--- src/sv/dphc_pkg.sv ---
// Package for the delimited packet header checker.
// Holds the item, result and register types, character constants and match helpers.
// No dependencies.
package dphc_pkg;

	localparam int ID_CHARS_DEF = 8;
	localparam int CFG_IDX_W = 3;

	localparam logic [7:0] SEP_CHAR = 8'h7C;
	localparam logic [2:0] PAYLOAD_FIELD = 3'd5;
	localparam logic [3:0] POS_MAX = 4'd15;
	localparam logic [15:0] COUNT_MAX = 16'hFFFF;
	localparam logic [15:0] MAX_LENGTH_RST = 16'd256;
	localparam logic [3:0] PREFIX_LEN = 4'd4;
	localparam logic [3:0] ALL_LEN = 4'd3;

	localparam logic [2:0] FIELD_PREFIX = 3'd0;
	localparam logic [2:0] FIELD_VERSION = 3'd1;
	localparam logic [2:0] FIELD_TYPE = 3'd2;
	localparam logic [2:0] FIELD_TARGET = 3'd4;

	typedef enum logic [CFG_IDX_W-1:0] {
		REG_MAX_LENGTH = 3'd0,
		REG_VERSION_TEXT = 3'd1,
		REG_VERSION_LENGTH = 3'd2,
		REG_DEVICE_TEXT = 3'd3,
		REG_DEVICE_LENGTH = 3'd4
	} reg_idx_t;

	typedef struct packed {
		logic [7:0] data_byte;
		logic last_byte;
	} item_t;

	typedef struct packed {
		logic [2:0] field_index;
		logic [7:0] out_byte;
		logic is_separator;
		logic end_of_packet;
		logic packet_valid;
		logic for_this_device;
	} result_t;

	typedef struct packed {
		logic [15:0] max_length;
		logic [63:0] version_text;
		logic [3:0] version_length;
		logic [63:0] device_text;
		logic [3:0] device_length;
	} cfg_t;

	function automatic logic [7:0] prefix_char(input logic [1:0] pos);
		logic [7:0] ch;
		case (pos)
			2'd0: ch = 8'h48;
			2'd1: ch = 8'h55;
			2'd2: ch = 8'h4E;
			default: ch = 8'h54;
		endcase
		return ch;
	endfunction

	function automatic logic [7:0] all_char(input logic [1:0] pos);
		logic [7:0] ch;
		case (pos)
			2'd0: ch = 8'h41;
			default: ch = 8'h4C;
		endcase
		return ch;
	endfunction

	function automatic logic text_char_eq(input logic [63:0] text, input logic [3:0] len,
			input logic [3:0] pos, input logic [7:0] ch, input logic [3:0] lim);
		logic ok;
		ok = (len <= lim) && (pos < lim) && (pos < len) && (text[{pos[2:0], 3'b000} +: 8] == ch);
		return ok;
	endfunction

	function automatic logic text_len_ok(input logic [3:0] len, input logic [3:0] pos,
			input logic [3:0] lim);
		return (len <= lim) && (pos == len);
	endfunction

endpackage

--- src/sv/dphc_cfg.sv ---
// Configuration register file of the delimited packet header checker.
// Depends on dphc_pkg for the register index codes and the register struct.
module dphc_cfg (
	input  logic                           clk,
	input  logic                           arst_n,
	input  logic                           cfg_valid,
	output logic                           cfg_ready,
	input  logic [dphc_pkg::CFG_IDX_W-1:0] cfg_index,
	input  logic [63:0]                    cfg_data,
	output dphc_pkg::cfg_t                 cfg
);
	import dphc_pkg::*;

	cfg_t cfg_q;

	assign cfg_ready = 1'b1;
	assign cfg = cfg_q;

	always_ff @(posedge clk or negedge arst_n) begin
		if (!arst_n) begin
			cfg_q.max_length <= MAX_LENGTH_RST;
			cfg_q.version_text <= '0;
			cfg_q.version_length <= '0;
			cfg_q.device_text <= '0;
			cfg_q.device_length <= '0;
		end else if (cfg_valid && cfg_ready) begin
			case (cfg_index)
				REG_MAX_LENGTH: cfg_q.max_length <= cfg_data[15:0];
				REG_VERSION_TEXT: cfg_q.version_text <= cfg_data;
				REG_VERSION_LENGTH: cfg_q.version_length <= cfg_data[3:0];
				REG_DEVICE_TEXT: cfg_q.device_text <= cfg_data;
				REG_DEVICE_LENGTH: cfg_q.device_length <= cfg_data[3:0];
				default: ;
			endcase
		end
	end

endmodule

--- src/sv/dphc_parse.sv ---
// Per-packet parser state and per-byte result logic of the header checker.
// Depends on dphc_pkg for item, result and register types and match helpers.
module dphc_parse #(
	parameter int ID_CHARS = dphc_pkg::ID_CHARS_DEF
) (
	input  logic              clk,
	input  logic              arst_n,
	input  logic              step,
	input  dphc_pkg::item_t   item,
	input  dphc_pkg::cfg_t    cfg,
	output dphc_pkg::result_t result
);
	import dphc_pkg::*;

	localparam logic [3:0] ID_LIM = 4'(ID_CHARS);

	logic [2:0] field_q, field_n;
	logic [3:0] pos_q, pos_n;
	logic [15:0] count_q, count_n, count_inc;
	logic too_long_q, too_long_n;
	logic prefix_q, prefix_n;
	logic version_q, version_n;
	logic [2:0] nonempty_q, nonempty_n;
	logic all_q, all_n;
	logic id_q, id_n;
	logic sep, in_header, last, valid;
	logic [7:0] ch;

	always_comb begin
		ch = item.data_byte;
		last = item.last_byte;
		in_header = field_q < PAYLOAD_FIELD;
		sep = (ch == SEP_CHAR) && in_header;

		count_inc = count_q + 16'd1;
		field_n = field_q;
		pos_n = pos_q;
		count_n = count_q;
		too_long_n = too_long_q;
		prefix_n = prefix_q;
		version_n = version_q;
		nonempty_n = nonempty_q;
		all_n = all_q;
		id_n = id_q;

		if (count_q == COUNT_MAX) begin
			too_long_n = 1'b1;
		end else begin
			count_n = count_inc;
			if (count_inc > cfg.max_length) too_long_n = 1'b1;
		end

		if (sep) begin
			if (field_q == FIELD_PREFIX && pos_q != PREFIX_LEN) prefix_n = 1'b0;
			if (field_q == FIELD_VERSION && !text_len_ok(cfg.version_length, pos_q, ID_LIM))
				version_n = 1'b0;
			if (field_q == FIELD_TARGET) begin
				if (pos_q != ALL_LEN) all_n = 1'b0;
				if (!text_len_ok(cfg.device_length, pos_q, ID_LIM)) id_n = 1'b0;
			end
			field_n = field_q + 3'd1;
			pos_n = '0;
		end else if (in_header) begin
			if (field_q == FIELD_PREFIX && (pos_q >= PREFIX_LEN || prefix_char(pos_q[1:0]) != ch))
				prefix_n = 1'b0;
			if (field_q == FIELD_VERSION &&
					!text_char_eq(cfg.version_text, cfg.version_length, pos_q, ch, ID_LIM))
				version_n = 1'b0;
			if (field_q >= FIELD_TYPE) nonempty_n[2'(field_q - FIELD_TYPE)] = 1'b1;
			if (field_q == FIELD_TARGET) begin
				if (pos_q >= ALL_LEN || all_char(pos_q[1:0]) != ch) all_n = 1'b0;
				if (!text_char_eq(cfg.device_text, cfg.device_length, pos_q, ch, ID_LIM))
					id_n = 1'b0;
			end
			if (pos_q < POS_MAX) pos_n = pos_q + 4'd1;
		end

		valid = last && !too_long_n && prefix_n && field_n == PAYLOAD_FIELD && version_n &&
			nonempty_n == 3'b111;

		result.field_index = field_q;
		result.out_byte = ch;
		result.is_separator = sep;
		result.end_of_packet = last;
		result.packet_valid = valid;
		result.for_this_device = valid && (all_n || id_n);
	end

	always_ff @(posedge clk or negedge arst_n) begin
		if (!arst_n) begin
			field_q <= '0;
			pos_q <= '0;
			count_q <= '0;
			too_long_q <= 1'b0;
			prefix_q <= 1'b1;
			version_q <= 1'b1;
			nonempty_q <= '0;
			all_q <= 1'b1;
			id_q <= 1'b1;
		end else if (step) begin
			if (last) begin
				field_q <= '0;
				pos_q <= '0;
				count_q <= '0;
				too_long_q <= 1'b0;
				prefix_q <= 1'b1;
				version_q <= 1'b1;
				nonempty_q <= '0;
				all_q <= 1'b1;
				id_q <= 1'b1;
			end else begin
				field_q <= field_n;
				pos_q <= pos_n;
				count_q <= count_n;
				too_long_q <= too_long_n;
				prefix_q <= prefix_n;
				version_q <= version_n;
				nonempty_q <= nonempty_n;
				all_q <= all_n;
				id_q <= id_n;
			end
		end
	end

endmodule

--- src/sv/delimited_packet_header_checker_core.sv ---
// Delimited packet header checker, top level.
// An accepted byte passes the input register and then the result register before its result is output.
// Throughput: one byte per cycle while result_stall is low; the per-byte parser update sets this figure.
// Reset clears the parser state, both stage valids and loads register defaults.
// Depends on dphc_pkg, dphc_cfg and dphc_parse.
module delimited_packet_header_checker_core #(
	parameter int ID_CHARS = dphc_pkg::ID_CHARS_DEF
) (
	input  logic                           clk,
	input  logic                           arst_n,
	input  logic                           item_valid,
	output logic                           item_stall,
	input  dphc_pkg::item_t                item,
	output logic                           result_valid,
	input  logic                           result_stall,
	output dphc_pkg::result_t              result,
	input  logic                           cfg_valid,
	output logic                           cfg_ready,
	input  logic [dphc_pkg::CFG_IDX_W-1:0] cfg_index,
	input  logic [63:0]                    cfg_data
);
	import dphc_pkg::*;

	cfg_t cfg;
	item_t item_s1;
	logic valid_s1;
	result_t result_s2, result_n;
	logic valid_s2;
	logic adv_s2, adv_s1;

	dphc_cfg u_cfg (
		.clk(clk),
		.arst_n(arst_n),
		.cfg_valid(cfg_valid),
		.cfg_ready(cfg_ready),
		.cfg_index(cfg_index),
		.cfg_data(cfg_data),
		.cfg(cfg)
	);

	dphc_parse #(.ID_CHARS(ID_CHARS)) u_parse (
		.clk(clk),
		.arst_n(arst_n),
		.step(adv_s1),
		.item(item_s1),
		.cfg(cfg),
		.result(result_n)
	);

	assign adv_s2 = !(valid_s2 && result_stall);
	assign adv_s1 = valid_s1 && adv_s2;
	assign item_stall = valid_s1 && !adv_s2;
	assign result_valid = valid_s2;
	assign result = result_s2;

	always_ff @(posedge clk or negedge arst_n) begin
		if (!arst_n) begin
			valid_s1 <= 1'b0;
			valid_s2 <= 1'b0;
		end else begin
			if (!item_stall) valid_s1 <= item_valid;
			if (adv_s2) valid_s2 <= valid_s1;
		end
	end

	always_ff @(posedge clk) begin
		if (!item_stall && item_valid) item_s1 <= item;
		if (adv_s1) result_s2 <= result_n;
	end

endmodule
--- config.mk ---
export PLATFORM = sky130hd
export DESIGN_NAME = delimited_packet_header_checker_core
export DESIGN_NICKNAME = d
export VERILOG_FILES = /design/src/sv/dphc_pkg.sv /design/src/sv/dphc_cfg.sv /design/src/sv/dphc_parse.sv /design/src/sv/delimited_packet_header_checker_core.sv
export SDC_FILE = /design/constraint.sdc
export NUM_CORES = 1
export LEC_CHECK = 0
export CAP_MARGIN = 10
export CORE_ASPECT_RATIO = 2
export CORE_MARGIN = 2
export CORE_UTILIZATION = 56
export DETAILED_ROUTE_END_ITERATION = 16
export DONT_BUFFER_PORTS = 1
export PLACE_DENSITY_LB_ADDON = 0.2
export SLEW_MARGIN = 20
export SYNTH_ARGS = -nofsm -noshare
export SYNTH_HDL_FRONTEND = slang
export SYNTH_HIERARCHICAL = 1
export SYNTH_SLANG_ARGS = --single-unit
--- constraint.sdc ---
create_clock -name clk -period 4.22 [get_ports clk]
set_clock_uncertainty 0.2 [all_clocks]
set_input_delay 0.211 -clock clk [delete_from_list [all_inputs] [get_ports clk]]
set_output_delay 0.211 -clock clk [all_outputs]
set_load 0.02 [all_outputs]
==> out/results.tsv <==
stage	metric	value	unit
global_route	Tot GR Track Use	0.242	
placed_design	DP HPWL	16700	µm
detailed_routing	DRT antenna net count	0	
critical_path	CP Depth	13	
global_route	initial antenna violation count	0	
critical_path	critical path startpoint category	register	
timing	f_max	264	MHz
critical_path	reg-to-reg slack, setup	430	ps
detailed_routing	vias per cell	5.83	
layout	ant diodes	0	
floorplan	Initial Util	0.571	
power	worst vdd ir	0.404	mV
power	Seq pwr share	0.449	
timing	RSZ-0062 raised after global routing	false	
critical_path	Worst EP required	4350	ps
clocking	buffers from clock root to sink, at most	3	
clocking	clock tree from TritonCTS	done	
power	Clk network pwr share	0.333	
logic_synthesis	synthesis warning total	6	
power	Logic pwr share	0.218	
floorplan	core region area	18800	µm²
layout	most frequent cells in the layout	dfrtp_1 (179), mux2_2 (93), dlygate4sd3_1 (82)	
floorplan	Die X	102	µm
logic_synthesis	cell area after synthesis	10800	µm²
logic_synthesis	post-synth cell types	67	
power	Switch Pwr	1.53	mW
critical_path	kind of end point of the critical path	register	
clocking	CTS H-Tree Depth	1	
placed_design	Cell Area, Placed	10800	µm²
layout	fill count	1418	
logic_synthesis	Syn Area/Cell	14.1	µm²
timing	Finish-stage setup viols	0	
detailed_routing	drt first pass iters	4	
flow_run	total of max-cap violations	0	
power	Power, Total	5.88	mW
critical_path	crit path max fanout	6	
min_path	worst hold path class	in -> async	
critical_path	Slowest Stage Delay on Critical Path	470	ps
critical_path	CP max-delay cell	a2111oi_2	
floorplan	IO Pins	99	
layout	Area Overhead vs Synth	14.6	%
clocking	CTS Hold Bufs	82	
global_route	via count of the first global-routing pass	6969	
critical_path	R2R depth	13	
timing	post-layout min period	3790	ps
timing	Relative slew margins	0.311	
timing	Tightest Pin Transition	1030	ps
critical_path	RR Endpoint	result[0]	
layout	post-layout util	0.655	
layout	design area	12300	µm²
timing	final hold slack	-795	ps
critical_path	r2r startpoint	u_parse/count_q[2]	
power	Sw Ratio	0.260	
timing	max-slew violations	0	
power	Cell Int Power	4.35	mW
clocking	CTS Sinks	209	
power	Pleak	5.42	nW
critical_path	Worst path most repeated cell	and3_1	
run_status	status	finished with violations	
critical_path	Critical Path Source	u_parse/count_q[2]	
logic_synthesis	Synth Flop Type	dfrtp_1	
logic_synthesis	asr flop ratio synth	0.885	
placed_design	Place WS	392	ps
logic_synthesis	Mapped Cells	761	
floorplan	die footprint	20400	µm²
detailed_routing	Post-Route WL	23800	µm
placed_design	global placement routability congestion	0.815	
clocking	Post-CTS Setup Repair Bufs	0	
logic_synthesis	sequential fraction of the synthesis area	0.498	
layout	Non-Filler Instances	1097	
timing	endpoints failing hold	185	
timing	Worst Setup Slack, final	429	ps
detailed_routing	Iter 0 DRT Violations	276	
logic_synthesis	Post-synth EDFFs	24	
clocking	Clk pin slew, worst setup/hold paths	70	ps
power	pwr/cell area	477	nW/µm²
critical_path	CP bufs+invs	0	
timing	period utilisation layout	0.898	
global_route	largest net degree at the start of global routing	186	
logic_synthesis	Post-Syn Nets	877	
run_status	failing checks	negative hold slack	
logic_synthesis	flops & latches, synth	209	
placed_design	placed cell count	979	
placed_design	I/O Buffers	0	
floorplan	die height	200	µm
critical_path	CP cell instances	and3_1, and3_1, and3_1, nand3_1, xnor2_1, ha_1, and4_1, nand4_1, nor3_1, nor2_1, a2111oi_2, nand4_1, a211oi_2	
clocking	clock latency on the worst-skew pair	500	ps
detailed_routing	WL/cell	21.7	µm
critical_path	WP data arrival	3920	ps
clocking	TritonCTS buffer count	20	
critical_path	Crit path max-delay family	simple AND/OR/NAND/NOR gates	
layout	share of layout cells above drive strength 1	0.278	
global_route	total gr overflow	0	
layout	final layout net count	944	
clocking	clock root buffer	clkbuf_16	
detailed_routing	vias	6396	
critical_path	critical path class	reg -> reg	
floorplan	Placement Rows	71	
timing	setup TNS	0	ps
detailed_routing	DRC errors left	0	
layout	most common library cell in the layout ignoring fill and taps	dfrtp_1	
clocking	cts repair resizes	0	
global_route	first-pass GRT wire length	38100	µm
[synthesized netlist by cell type (10+ instances only)]
cell type | n | area share
a21oi_1 | 12 | 0.0056
buf_4 | 18 | 0.013
clkbuf_1 | 13 | 0.0045
dfrtp_1 | 180 | 0.42
edfxtp_1 | 24 | 0.067
ha_1 | 35 | 0.041
inv_1 | 32 | 0.011
mux2_2 | 93 | 0.097
mux2_4 | 60 | 0.084
mux2i_1 | 17 | 0.016
mux4_1 | 15 | 0.037
mux4_2 | 17 | 0.036
nand2_1 | 18 | 0.0063
nand3_1 | 14 | 0.0065
nor2_1 | 21 | 0.0073
o21ai_0 | 30 | 0.014
xnor2_1 | 26 | 0.021
xor2_1 | 10 | 0.0081
[worst max-delay path by stage]
| stage | endpoint | slack, ps |
|---|---|---|
| 6_report | result[0] | 430 |
| 2_1_floorplan | result[1] | 720 |
| 3_5_place_dp | result[0] | 390 |
| 5_1_grt | result[0] | 40 |
| 4_1_cts | result[0] | 380 |
| 3_3_place_gp | result[0] | 480 |
[cells by family (layout without fill, tap and decap cells)]
family,after synthesis,count (layout),share of synthesized area
buffers and inverters,82,163,0.0491
XOR/XNOR,36,36,0.0293
AND/OR/NAND/NOR,109,109,0.0596
adder cells (fa/ha/maj),35,35,0.0407
flip-flops,209,209,0.498
multiplexers,202,202,0.269
other,1,1,0.000349
AO/OA/AOI/OAI,87,87,0.0539
[worst reg2reg max path, cell delays in order (launching register included)]
cell	delay, ps
dfrtp_1	430
and3_1	220
and3_1	290
and3_1	310
nand3_1	120
xnor2_1	160
ha_1	330
and4_1	230
nand4_1	130
nor3_1	260
nor2_1	90
a2111oi_2	470
nand4_1	200
a211oi_2	190
[sequential cells by signal, summed over array words and instances (netlist names)]
name,count
valid_s1,1
result_valid,1
u_parse/field_q,3
u_parse/all_q,1
u_parse/nonempty_q,3
u_cfg/cfg,152
u_parse/prefix_q,1
u_parse/id_q,1
u_parse/pos_q,4
u_parse/too_long_q,1
result,15
u_parse/version_q,1
u_parse/count_q,16
item_s1,9
[metal layers]
layer	up-vias	routed length [µm]	global-route usage
met3	46	698	0.0303
li1	2931	-	-
met4	0	894	0.0928
met1	3274	9440	0.302
met2	145	12700	0.426
met5	-	0	0
[power groups by stage]
stage / logic, mW / registers, mW / clock network (mW)
finish: 1.28 / 2.64 / 1.96
global placement: 1.17 / 2.65 / 0
floorplan: 1.00 / 2.57 / 0
global route: 1.39 / 2.69 / 2.07
detailed placement: 1.21 / 2.68 / 0
CTS: 1.29 / 2.64 / 2.00
[layout make-up]
cell class / count / area [µm²] / area share
Clock buffer: 26 / 564 / 0.0458
Inverter: 32 / 120 / 0.00974
Clock inverter: 10 / 155 / 0.0126
Sequential cell: 209 / 5360 / 0.434
Multi-Input combinational cell: 470 / 4880 / 0.396
Timing Repair Buffer: 95 / 931 / 0.0755
Tap cell: 255 / 319 / 0.0259
No activity file was read; power rests on OpenSTA's default activity.
